==> src/ffba_pkg.sv <==
package ffba_pkg;

  // Default configuration of the allocator.
  localparam int FFBA_MAX_BLOCKS   = 64;
  localparam int FFBA_HEADER_BYTES = 24;
  localparam int FFBA_ADDR_BITS    = 24;

  // Fixed field widths.
  localparam int DATA_W  = 24;
  localparam int LIMIT_W = 25;

  // Heap limit after reset: the whole 16 MiB region.
  localparam logic [LIMIT_W-1:0] HEAP_LIMIT_RESET = 25'h100_0000;

  // Request kinds. Code 3 has no meaning and is answered with an empty result.
  typedef enum logic [1:0] {
    KIND_ALLOC   = 2'd0,
    KIND_RELEASE = 2'd1,
    KIND_RESIZE  = 2'd2
  } kind_t;

  typedef enum logic [2:0] {
    ST_OK      = 3'd0,
    ST_ZERO    = 3'd1,
    ST_NOHEAP  = 3'd2,
    ST_FULL    = 3'd3,
    ST_DOUBLE  = 3'd4,
    ST_UNKNOWN = 3'd5
  } status_t;

  // Configuration register indexes.
  typedef enum logic {
    CFG_HEAP_BASE  = 1'b0,
    CFG_HEAP_LIMIT = 1'b1
  } cfg_index_t;

  typedef enum logic [2:0] {
    S_IDLE,
    S_DECIDE,
    S_FIND,
    S_CHECK,
    S_FIT,
    S_GROW,
    S_FREE_OLD,
    S_RESP
  } state_t;

  typedef struct packed {
    logic [1:0]        kind;
    logic [DATA_W-1:0] request_size;
    logic [DATA_W-1:0] address_in;
  } req_t;

  typedef struct packed {
    status_t           status;
    logic [DATA_W-1:0] address_out;
    logic [DATA_W-1:0] copy_source;
    logic [DATA_W-1:0] copy_bytes;
  } rsp_t;

  typedef struct packed {
    cfg_index_t         index;
    logic [LIMIT_W-1:0] data;
  } cfg_t;

  // One row of the block table.
  typedef struct packed {
    logic              free;
    logic [DATA_W-1:0] size;
    logic [DATA_W-1:0] start;
  } entry_t;

endpackage

==> src/ffba_chan_if.sv <==
interface ffba_chan_if #(
  parameter type T = logic
) ();

  logic valid;
  logic ready;
  T     payload;

  modport source (output valid, output payload, input ready);
  modport sink   (input valid, input payload, output ready);

endinterface

==> src/first_fit_block_allocator.sv <==
// First-fit heap block allocator without splitting. Requests arrive on req
// (allocate, release or resize) and each one produces exactly one response on
// rsp. heap_base and heap_limit are to be written through cfg only while the
// block is idle; the block itself does not enforce this. The block table
// lives in a synchronous memory with one write port and one registered read
// port and is searched one entry per cycle: allocate and release scan the
// table once, and a resize that has to move scans it twice. Requests that
// need no search (zero size, address 0, unused kind) skip the scan. A new
// request is taken while the previous response still waits in the output
// register. No clearing pass runs after reset; only entries below the block
// count are ever read.
module first_fit_block_allocator import ffba_pkg::*; #(
  parameter int MAX_BLOCKS   = FFBA_MAX_BLOCKS,
  parameter int HEADER_BYTES = FFBA_HEADER_BYTES,
  parameter int ADDR_BITS    = FFBA_ADDR_BITS
) (
  input  logic clk,
  input  logic rst,
  ffba_chan_if.sink   req,
  ffba_chan_if.source rsp,
  ffba_chan_if.sink   cfg
);

  localparam int IW     = $clog2(MAX_BLOCKS);
  localparam int CW     = $clog2(MAX_BLOCKS + 1);
  localparam int NEED_W = 27;
  localparam int PAY_W  = 27;
  localparam int END_W  = (ADDR_BITS + 1 > 28) ? ADDR_BITS + 1 : 28;
  localparam logic [END_W-1:0] ADDR_LIMIT = END_W'(1) << ADDR_BITS;

  state_t state, state_next;

  // Configuration.
  logic [DATA_W-1:0]  heap_base;
  logic [LIMIT_W-1:0] heap_limit;

  // Allocator state beside the table.
  logic [CW-1:0]      count;
  logic [LIMIT_W-1:0] heap_top;

  // Request being served.
  logic [1:0]        kind_q;
  logic [DATA_W-1:0] size_q;
  logic [DATA_W-1:0] addr_q;
  logic              move_q;

  // Entry found by the address search.
  logic [IW-1:0]     found_idx;
  logic              found_free;
  logic [DATA_W-1:0] found_size;

  // Table scan.
  logic [CW-1:0] scan_idx;
  logic          rd_pend;
  logic [IW-1:0] rd_idx;
  entry_t        rd_data;
  logic          scan_issue;
  logic          scan_more;
  logic          scan_hit;
  logic          scan_miss;

  // Growth arithmetic, precomputed from stable values.
  logic [NEED_W-1:0] grow_need;
  logic [PAY_W-1:0]  grow_payload;
  logic [END_W-1:0]  grow_end;
  logic              no_heap;
  logic              table_full;

  // Result under construction and output register.
  status_t           res_status;
  logic [DATA_W-1:0] res_grant;
  logic [DATA_W-1:0] res_csrc;
  logic [DATA_W-1:0] res_cbytes;
  rsp_t              out_q;
  logic              out_valid;
  logic              out_free;

  // Table memory.
  entry_t        mem [MAX_BLOCKS];
  logic          mem_we;
  logic [IW-1:0] mem_waddr;
  entry_t        mem_wdata;

  logic req_fire;
  logic size_zero;

  assign req_fire  = req.valid && req.ready;
  assign out_free  = !out_valid || rsp.ready;
  assign size_zero = (size_q == '0);

  // Scan compare against the entry read in the previous cycle.
  assign scan_more = (scan_idx < count);
  always_comb begin
    if (state == S_FIND) begin
      scan_hit = rd_pend && (rd_data.start == addr_q);
    end else begin
      scan_hit = rd_pend && rd_data.free && (rd_data.size >= size_q);
    end
  end
  assign scan_miss = !rd_pend && !scan_more;

  // Growth checks.
  assign grow_end   = END_W'(grow_payload) + END_W'(size_q);
  assign no_heap    = (grow_need > NEED_W'(heap_limit)) || (grow_end > ADDR_LIMIT) ||
                      (grow_payload == '0);
  assign table_full = (count >= CW'(MAX_BLOCKS));

  // Next state.
  always_comb begin
    state_next = state;
    unique case (state)
      S_IDLE: begin
        if (req_fire) state_next = S_DECIDE;
      end
      S_DECIDE: begin
        case (kind_q)
          KIND_ALLOC: state_next = size_zero ? S_RESP : S_FIT;
          KIND_RELEASE: state_next = (addr_q == '0) ? S_RESP : S_FIND;
          KIND_RESIZE: begin
            if (addr_q != '0) begin
              state_next = S_FIND;
            end else begin
              state_next = size_zero ? S_RESP : S_FIT;
            end
          end
          default: state_next = S_RESP;
        endcase
      end
      S_FIND: begin
        if (scan_hit) begin
          state_next = S_CHECK;
        end else if (scan_miss) begin
          state_next = S_RESP;
        end
      end
      S_CHECK: begin
        if (found_free || kind_q == KIND_RELEASE || size_q <= found_size) begin
          state_next = S_RESP;
        end else begin
          state_next = S_FIT;
        end
      end
      S_FIT: begin
        if (scan_hit) begin
          state_next = move_q ? S_FREE_OLD : S_RESP;
        end else if (scan_miss) begin
          state_next = S_GROW;
        end
      end
      S_GROW: begin
        if (no_heap || table_full || !move_q) begin
          state_next = S_RESP;
        end else begin
          state_next = S_FREE_OLD;
        end
      end
      S_FREE_OLD: state_next = S_RESP;
      S_RESP: begin
        if (out_free) state_next = S_IDLE;
      end
      default: state_next = S_IDLE;
    endcase
  end

  // Handshakes, table writes and scan reads.
  always_comb begin
    req.ready   = (state == S_IDLE);
    cfg.ready   = 1'b1;
    rsp.valid   = out_valid;
    rsp.payload = out_q;
    mem_we      = 1'b0;
    mem_waddr   = found_idx;
    mem_wdata   = '{free: 1'b1, size: found_size, start: addr_q};
    scan_issue  = 1'b0;
    unique case (state)
      S_FIND: scan_issue = !scan_hit && scan_more;
      S_CHECK: begin
        mem_we = !found_free && (kind_q == KIND_RELEASE);
      end
      S_FIT: begin
        scan_issue = !scan_hit && scan_more;
        mem_we     = scan_hit;
        mem_waddr  = rd_idx;
        mem_wdata  = '{free: 1'b0, size: rd_data.size, start: rd_data.start};
      end
      S_GROW: begin
        mem_we    = !no_heap && !table_full;
        mem_waddr = count[IW-1:0];
        mem_wdata = '{free: 1'b0, size: size_q, start: grow_payload[DATA_W-1:0]};
      end
      S_FREE_OLD: mem_we = 1'b1;
      default: ;
    endcase
  end

  // Table memory: one write port, one registered read port.
  always_ff @(posedge clk) begin
    if (mem_we) begin
      mem[mem_waddr] <= mem_wdata;
    end
    if (scan_issue) begin
      rd_data <= mem[scan_idx[IW-1:0]];
    end
  end

  // Growth sums are refreshed every cycle from the request, heap base and top.
  always_ff @(posedge clk) begin
    grow_need    <= NEED_W'(heap_top) + NEED_W'(HEADER_BYTES) + NEED_W'(size_q);
    grow_payload <= PAY_W'(heap_base) + PAY_W'(heap_top) + PAY_W'(HEADER_BYTES);
  end

  // Control state.
  always_ff @(posedge clk) begin
    if (rst) begin
      state      <= S_IDLE;
      count      <= '0;
      heap_top   <= '0;
      heap_base  <= '0;
      heap_limit <= HEAP_LIMIT_RESET;
      out_valid  <= 1'b0;
      scan_idx   <= '0;
      rd_pend    <= 1'b0;
    end else begin
      state <= state_next;

      if (cfg.valid && cfg.ready) begin
        case (cfg.payload.index)
          CFG_HEAP_BASE:  heap_base <= cfg.payload.data[DATA_W-1:0];
          CFG_HEAP_LIMIT: heap_limit <= cfg.payload.data;
          default: ;
        endcase
      end

      // Scan pointer runs only inside the two search states.
      if (state == S_FIND || state == S_FIT) begin
        if (scan_issue) begin
          scan_idx <= scan_idx + CW'(1);
        end
        rd_pend <= scan_issue;
      end else begin
        scan_idx <= '0;
        rd_pend  <= 1'b0;
      end

      if (state == S_GROW && !no_heap && !table_full) begin
        count    <= count + CW'(1);
        heap_top <= grow_need[LIMIT_W-1:0];
      end

      if (state == S_RESP && out_free) begin
        out_valid <= 1'b1;
      end else if (rsp.ready) begin
        out_valid <= 1'b0;
      end
    end
  end

  // Request and result datapath.
  always_ff @(posedge clk) begin
    if (scan_issue) begin
      rd_idx <= scan_idx[IW-1:0];
    end
    unique case (state)
      S_IDLE: begin
        if (req_fire) begin
          kind_q <= req.payload.kind;
          size_q <= req.payload.request_size;
          addr_q <= req.payload.address_in;
          move_q <= 1'b0;
        end
      end
      S_DECIDE: begin
        res_status <= ST_OK;
        res_grant  <= '0;
        res_csrc   <= '0;
        res_cbytes <= '0;
        if ((kind_q == KIND_ALLOC || (kind_q == KIND_RESIZE && addr_q == '0)) && size_zero) begin
          res_status <= ST_ZERO;
        end
      end
      S_FIND: begin
        if (scan_hit) begin
          found_idx  <= rd_idx;
          found_free <= rd_data.free;
          found_size <= rd_data.size;
        end else if (scan_miss) begin
          res_status <= ST_UNKNOWN;
        end
      end
      S_CHECK: begin
        if (found_free) begin
          res_status <= ST_DOUBLE;
        end else if (kind_q == KIND_RESIZE) begin
          if (size_q <= found_size) begin
            res_grant <= addr_q;
          end else begin
            move_q <= 1'b1;
          end
        end
      end
      S_FIT: begin
        if (scan_hit) begin
          res_grant <= rd_data.start;
        end
      end
      S_GROW: begin
        if (no_heap) begin
          res_status <= ST_NOHEAP;
        end else if (table_full) begin
          res_status <= ST_FULL;
        end else begin
          res_grant <= grow_payload[DATA_W-1:0];
        end
      end
      S_FREE_OLD: begin
        res_csrc   <= addr_q;
        res_cbytes <= found_size;
      end
      S_RESP: begin
        if (out_free) begin
          out_q <= '{status: res_status, address_out: res_grant,
                     copy_source: res_csrc, copy_bytes: res_cbytes};
        end
      end
      default: ;
    endcase
  end

`ifndef SYNTHESIS
  // The table never holds more entries than it has rows.
  a_count_bound: assert property (@(posedge clk) disable iff (rst)
    count <= CW'(MAX_BLOCKS))
    else $error("block count exceeds table depth");

  // Writes touch only live entries or append right after them.
  a_write_in_range: assert property (@(posedge clk) disable iff (rst)
    mem_we |-> (CW'(mem_waddr) <= count))
    else $error("table write beyond block count");

  // A read result is pending only while a search is running.
  a_scan_local: assert property (@(posedge clk) disable iff (rst)
    rd_pend |-> (state == S_FIND || state == S_FIT))
    else $error("stale table read outside a search");

  // A failed request grants no address.
  a_fail_no_grant: assert property (@(posedge clk) disable iff (rst)
    out_valid |-> (out_q.status == ST_OK || out_q.address_out == '0))
    else $error("failed request returned an address");

  // A copy is reported only for a successful moving resize.
  a_copy_ok: assert property (@(posedge clk) disable iff (rst)
    (out_valid && out_q.copy_bytes != '0) |->
      (out_q.status == ST_OK && out_q.copy_source != '0 && out_q.address_out != '0))
    else $error("copy reported without a granted block");
`endif

endmodule

==> src/flat_wrapper.sv <==
// flat-port wrapper written by rule: the top's interface ports become plain ports
module first_fit_block_allocator_flat import ffba_pkg::*;
#(
  parameter int MAX_BLOCKS   = FFBA_MAX_BLOCKS,
  parameter int HEADER_BYTES = FFBA_HEADER_BYTES,
  parameter int ADDR_BITS    = FFBA_ADDR_BITS
)
  (clk, rst, req_valid, req_payload, req_ready, rsp_valid, rsp_payload, rsp_ready, cfg_valid, cfg_payload, cfg_ready);
  ffba_chan_if #(.T(req_t)) req_i ();
  ffba_chan_if #(.T(rsp_t)) rsp_i ();
  ffba_chan_if #(.T(cfg_t)) cfg_i ();
  input  logic clk;
  input  logic rst;
  input wire logic [$bits(req_i.valid)-1:0] req_valid;
  input wire logic [$bits(req_i.payload)-1:0] req_payload;
  output wire logic [$bits(req_i.ready)-1:0] req_ready;
  output wire logic [$bits(rsp_i.valid)-1:0] rsp_valid;
  output wire logic [$bits(rsp_i.payload)-1:0] rsp_payload;
  input wire logic [$bits(rsp_i.ready)-1:0] rsp_ready;
  input wire logic [$bits(cfg_i.valid)-1:0] cfg_valid;
  input wire logic [$bits(cfg_i.payload)-1:0] cfg_payload;
  output wire logic [$bits(cfg_i.ready)-1:0] cfg_ready;
  assign req_i.valid = req_valid;
  assign req_i.payload = req_payload;
  assign req_ready = req_i.ready;
  assign rsp_valid = rsp_i.valid;
  assign rsp_payload = rsp_i.payload;
  assign rsp_i.ready = rsp_ready;
  assign cfg_i.valid = cfg_valid;
  assign cfg_i.payload = cfg_payload;
  assign cfg_ready = cfg_i.ready;
  first_fit_block_allocator #(.MAX_BLOCKS(MAX_BLOCKS), .HEADER_BYTES(HEADER_BYTES), .ADDR_BITS(ADDR_BITS)) u_core (.clk(clk), .rst(rst), .req(req_i), .rsp(rsp_i), .cfg(cfg_i));
endmodule
==> config.mk <==
export PLATFORM = sky130hd
export DESIGN_NAME = first_fit_block_allocator_flat
export DESIGN_NICKNAME = d
export VERILOG_FILES = /design/src/ffba_pkg.sv /design/src/ffba_chan_if.sv /design/src/first_fit_block_allocator.sv /design/src/flat_wrapper.sv
export SDC_FILE = /design/constraint.sdc
export NUM_CORES = 2
export LEC_CHECK = 0
export ABC_AREA = 0
export BUFFER_PORTS_ARGS = -buffer_cell sky130_fd_sc_hd__clkbuf_2
export CAP_MARGIN = 30
export CORE_MARGIN = 4
export CORE_UTILIZATION = 50
export CTS_BUF_LIST = sky130_fd_sc_hd__clkbuf_8
export DETAILED_ROUTE_END_ITERATION = 10
export GPL_TIMING_DRIVEN = 0
export PLACE_DENSITY = 0.68
export SETUP_SLACK_MARGIN = 0.5
export SYNTH_ARGS = -nofsm -noshare
export SYNTH_HDL_FRONTEND = slang
export SYNTH_SLANG_ARGS = --single-unit
==> constraint.sdc <==
create_clock -name clk -period 15.3 [get_ports clk]
set_input_delay 0.765 -clock clk [delete_from_list [all_inputs] [get_ports clk]]
set_output_delay 0.765 -clock clk [all_outputs]
set_load 0.005 [all_outputs]
; ---- Word level (Yosys, flattened, before mapping)
; Memories as Yosys holds them, arrays and structs flattened. A register that Yosys moved wholly into a read port is not among the register bits.
; Index checks and enable logic that the tools add are counted.
; W data, S select, Z words.
[classes]
eq_ne = 25
n_reduce_logical = 52
n_lt_le_gt_ge = 6
n_mux = 43
bitwise_logic = 2
n_addsub = 7
[ops]
columns = op, count
row1 = $mux W24, 6
row2 = $pmux W49 S2, 1
row3 = $pmux W24 S2, 2
row4 = $pmux W24 S4, 1
row5 = $logic_not A24 Y1, 2
row6 = $mux W3, 12
row7 = $add A27 B24 Y28, 1
row8 = $gt A28 B25 Y1 const B, 1
row9 = $add A27 B24 Y27, 1
row10 = $add A27 B5 Y27 const B, 1
row11 = $gt A27 B25 Y1, 1
row12 = $logic_not A27 Y1, 1
row13 = $add A24 B25 Y26, 1
row14 = $add A25 B5 Y26 const B, 1
row15 = $eq A24 B24 Y1, 1
row16 = $ge A24 B24 Y1, 1
row17 = $le A24 B24 Y1, 1
row18 = $pmux W3 S8, 1
row19 = $reduce_bool A24 Y1, 1
row20 = $add A7 B1 Y7 const B, 2
row21 = $logic_and A1 B1 Y1, 13
row22 = $mux W1, 13
row23 = $eq A3 B3 Y1 const B, 4
row24 = $ne A2 B1 Y1 const B, 6
row25 = 26 further kinds, 60
[word_totals]
wordCells = 162
reg_bits = 385
out_inout_bits = 78
mem_bits_rw = 3136
inputBits = 81
n_memories = 1
[mem_list]
columns = name, depth, word_bits, rd, rd_ports_with_merged_regs, wr, line_no
row1 = u_core.mem, 64, 49, 1, 1, 1, first_fit_block_allocator.sv:79  ; entry_t mem [MAX_BLOCKS];

; ---- Longest topological paths before layout
[logic_depth]
depth_word = 9
mapped_depth = 17
ltp_nobuf = 17

; ---- Worst setup path after synthesis
; Ideal clock, no wire load.
[synth_path]
kind = reg-to-reg
startpoint = reg u_core.addr_q[3]
endpoint = mem u_core.mem[39][0] in the netlist's numbering (enable)
n_path_buf = 1
period_less_slack_ns = 8.390
stages_incl_launch_ff = 13
required_ns = 14.784
arrival_time_ns = 7.873
setup_time_ns = 0.516
setup_slack_ns = 6.910
cell_sequence = edfxtp_1 > xor2_1 > nor4_1 > nand3_1 > nor3_1 > nand4_1 > nor3_1 > o21bai_1 > a21o_1 > nand2_1 > a31o_2 > buf_2 > nor3_1
[synth_between]
elab_chain_cells = 6
[synth_lines]
columns = item, line_no
row1 = "start, declared", first_fit_block_allocator.sv:44  ; logic [DATA_W-1:0] addr_q;
row2 = "start signal, assigned", first_fit_block_allocator.sv:268  ; addr_q <= req.payload.address_in;
row3 = $eq A24 B24 Y1, first_fit_block_allocator.sv:95  ; scan_hit = rd_pend && (rd_data.start == addr_q);
row4 = $logic_and A1 B1 Y1, first_fit_block_allocator.sv:95
row5 = $mux W1, first_fit_block_allocator.sv:94  ; if (state == S_FIND) begin
row6 = $pmux W1 S4, first_fit_block_allocator.sv:175  ; unique case (state)
row7 = $mux W1, first_fit_block_allocator.sv:198  ; if (mem_we) begin
row8 = $mux W1 (implied by the code), first_fit_block_allocator.sv:199  ; mem[mem_waddr] <= mem_wdata;
row9 = "end, declared", first_fit_block_allocator.sv:79
; No other way between the ends.

; ---- Final worst setup path
[layout_path]
startpoint = reg u_core.size_q[0]
endpoint = mem u_core.mem[15][39] in the netlist's numbering (enable)
[layout_between]
elab_chain_cells = 9
elab_cells_between_ends = 12
cone_classes = 1 x add/sub / 2 x order compare / 4 x mux / 5 x reduce/logical
[layout_lines]
columns = item, line_no
row1 = "start, declared", first_fit_block_allocator.sv:43  ; logic [DATA_W-1:0] size_q;
row2 = "start signal, assigned", first_fit_block_allocator.sv:267  ; size_q <= req.payload.request_size;
row3 = $add A27 B24 Y28, first_fit_block_allocator.sv:103  ; assign grow_end = END_W'(grow_payload) + END_W'(size_q);
row4 = $gt A28 B25 Y1, first_fit_block_allocator.sv:104  ; assign no_heap = (grow_need > NEED_W'(heap_limit)) || (grow_end > ADDR_LIMIT) ||
row5 = $logic_or A1 B1 Y1 (2 in a row), first_fit_block_allocator.sv:104
row6 = $logic_not A1 Y1, first_fit_block_allocator.sv:187  ; mem_we = !no_heap && !table_full;
row7 = $logic_and A1 B1 Y1, first_fit_block_allocator.sv:187
row8 = $pmux W1 S4 (*), first_fit_block_allocator.sv:175
row9 = $mux W1 (*), first_fit_block_allocator.sv:198
row10 = $mux W1 (implied by the code) (*), first_fit_block_allocator.sv:199
; Mark *: on every way between the ends. The rest lies on a longest branch, timed or not.

==> metrics.txt <==
main area contributors after synthesis=edfxtp_1 (73%), mux4_2 (16%), dfxtp_1 (2.1%); H-tree Lvls=6; GP Congestion=0.918; max cap viols=0; worst-path fanout max=10; top-area cell type share of the netlist area=72.8%; Final Skew=90.2 ps; Worst EP required=16020 ps; crit-path cells=ha_1 -> fa_1 -> a211o_1 -> a311o_1 -> a21oi_2 -> o31ai_1 -> and2_1 -> nand2_1 -> o2111ai_1 -> nor4_4 -> nand3_2 -> a31o_2 -> buf_2 -> nor3_2 -> buf_6 -> buf_4 -> buf_6 -> buf_6; first-pass GRT wire length=567000 um; DRC violations left=0; relative max-transition margin=21.2%; FF-to-FF Start=u_core.size_q[0]$_DFFE_PP_; total track usage=27.4%; CP Launch Type=flop; register area=106000 sq um; CP most frequent cell=buf_6; final core occ=59.5%; Detail Route Antenna Nets=0; leakage power total=53.8 nW; asr flop ratio synth=0%; Clk Latency, worst-skew pair=1080 ps; Post-Syn Area per Cell=21.3 sq um; outcome=finished clean; die footprint=291000 sq um; number of buffers created by CTS=569; Max Freq=149 MHz; CP max-delay cell=nor3_2; Initial Util=50.4%; final cell count without fillers=12200; Final Hold Fails=0; Filler cells=19500; hold endpoint=u_core.state[2]$_SDFFE_PP0P_; unrepaired setup endpoints after global routing=false; Slew @ Worst Pin=1180 ps; buffers plus inverters on the worst setup path=5; multi-input logic area=34700 sq um; GRT overflow=0; via/cell ratio=6.23; initial antenna violation count=30; Mapped Nets=6867; Iteration-0 DRC Markers=10500; DR pass1 iterations=11; clock root buffer=clkbuf_8; Rows=194; via count=76200; Hold Path Class=in -> reg; vias in the first global route=76100; Area after DPL=156000 sq um; Core ar.=280000 sq um; FF-to-FF setup slack=8570 ps; drt wl/cell=32.9 um; pin count of the biggest net entering global routing=57; Hold Slack=200 ps; CP delay by family, top=simple AND/OR/NAND/NOR gates; Max clock buf depth=4; Slew Viols, Final=0; Power Density=133 nW/um^2; Nets=8302; #FFs+latches synth=3570; Critical Path End Type=flop; Post-Route WL=402000 um; capturing point of the worst reg2reg path=u_core.mem[15][39]$_DFFE_PP_; top_reg_cell synth=edfxtp_1; CTS tree=done; Hold Path Depth=4; synth warn=0; Period minus WS final=6730 ps; Synth cell types=81; cell area after synthesis=141000 sq um; clk sinks=3570; chip height=539 um; finished layout cell area=167000 sq um; post-DP HPWL=293000 um; kind of critical path=reg -> reg; share of layout cells above drive strength 1=31.6%; Max IR drop VDD=0.0000720 V; most frequent cells after synthesis=edfxtp_1 (3423), mux4_2 (1029), nand2_1 (247); Final setup violation count=0; max incr delay on CP=960 ps; crit path DAT=7450 ps; hold path startpoint=req_valid; Syn-to-layout area delta=18.1%; Worst-path clk slew=60 ps; most common cell in the netlist=edfxtp_1; Die Width=539 um; Ports=159; leading area contributor after synthesis=edfxtp_1; sequential area share after synthesis=74.9%; fin crit share=44.0%; synthesized instance count=6627; R2R depth=18; number of I/O port buffers=156; Post-synth EDFFs=3423; placed cells=11100
==> cell type report <==
| type | instances | area share [%] |
|---|---|---|
| clock inverters | 410 | 1.19 |
| flip-flops and latches | 3570 | 63.4 |
| plain buffers | 323 | 0.762 |
| inverters | 127 | 0.286 |
| clock buffers | 586 | 4.84 |
| repair buffers | 864 | 5.91 |
| diodes | 21 | 0.0315 |
| well taps | 3724 | 2.79 |
| multi-input cells | 2607 | 20.8 |
==> per-stage QoR <==
step           worst slack [ps]  total power (W)  setup TNS [ps]
6_report                   8570           0.0222               0
5_1_grt                    8550           0.0229               0
4_1_cts                    8760           0.0222               0
3_5_place_dp               8820           0.0149               0
3_3_place_gp              -1720           0.0146        -2280130
2_1_floorplan              6910           0.0136               0
==> report_power, final <==
part | leakage [nW] | switching [W] | internal, W
Combinational | 15.9 | 0.00192 | 0.000713
Clock | 5.82 | 0.00371 | 0.00368
Sequential | 32.1 | 0.000196 | 0.0119
==> registers in the layout (all words and copies together), names as in the netlist, 2 cells and up <==
signal,cells
u_core.res_csrc,24
u_core.kind_q,2
u_core.found_idx,6
u_core.mem,3136
u_core.size_q,24
u_core.rd_data,49
u_core.grow_payload,27
u_core.state,3
u_core.heap_top,25
u_core.res_grant,24
u_core.res_cbytes,24
u_core.grow_need,27
u_core.rsp.payload,75
u_core.heap_limit,25
u_core.rd_idx,6
u_core.res_status,3
u_core.count,7
u_core.found_size,24
u_core.addr_q,24
u_core.scan_idx,7
u_core.heap_base,24
==> worst max path at each step <==
stage / start / to / slack [ps] / cells after the start
2_1_floorplan: u_core.addr_q[3]$_DFFE_PP_ / u_core.mem[39][0]$_DFFE_PP_ / 6910 / 12
3_3_place_gp: u_core.addr_q[3]$_DFFE_PP_ / u_core.mem[50][38]$_DFFE_PP_ / -1720 / 12
3_5_place_dp: u_core.size_q[0]$_DFFE_PP_ / u_core.mem[14][45]$_DFFE_PP_ / 8820 / 18
4_1_cts: u_core.size_q[0]$_DFFE_PP_ / u_core.mem[14][39]$_DFFE_PP_ / 8760 / 18
5_1_grt: u_core.size_q[0]$_DFFE_PP_ / u_core.mem[15][45]$_DFFE_PP_ / 8550 / 18
6_report: u_core.size_q[0]$_DFFE_PP_ / u_core.mem[15][39]$_DFFE_PP_ / 8570 / 18
==> worst register-to-register path, cell delays in order (launching register included) <==
cell and delay (ps):
edfxtp_1 660, ha_1 350, fa_1 410, a211o_1 340, a311o_1 380, a21oi_2 250
o31ai_1 140, and2_1 210, nand2_1 80, o2111ai_1 170, nor4_4 550, nand3_2 300
a31o_2 390, buf_2 250, nor3_2 960, buf_6 290, buf_4 250, buf_6 210
buf_6 200
==> routing by layer <==
metal	track usage, %	share of wire, %	wire length, um
met1	37.0	37	148000
met2	42.6	47	189000
met3	7.57	12	46500
met4	11.4	4.6	18600
met5	0.0822	0.0067	27
==> cells in the final DEF, fill, tap and decap left out, drive strengths merged, types with 40 or more instances in the layout <==
master,n
a21o,49
a21oi,144
a22o,48
buf,720
clkbuf,978
clkinv,181
dfxtp,147
dlygate4sd3,75
edfxtp,3423
ha,156
inv,334
mux2i,83
mux4,1029
nand2,247
nand3,40
nand4,41
nor2,114
nor3,120
o21ai,111
xnor2,73
xor2,45
==> what timing repair did <==
| action | 4_1_cts | 5_1_grt |
|---|---|---|
| gates resized for setup | 0 | 0 |
| buffers inserted | 0 | 0 |
| hold endpoints to repair | 99 | 0 |
| hold buffers | 75 | 0 |
==> cell families (layout without fill, tap and decap cells) <==
logic type | after synthesis | after routing | share of synthesized area [%]
muxes | 1112 | 1112 | 17.0
other | 2 | 23 | 0.00532
xor gates and xnor gates | 118 | 118 | 0.732
and+or+nand+nor | 714 | 714 | 2.42
AOI/OAI and AO/OA | 502 | 502 | 2.33
DFF | 3570 | 3570 | 74.9
adders and majority gates | 159 | 159 | 1.42
buffers and inverters | 450 | 2310 | 1.21
Power figures use the tool's default switching activity.
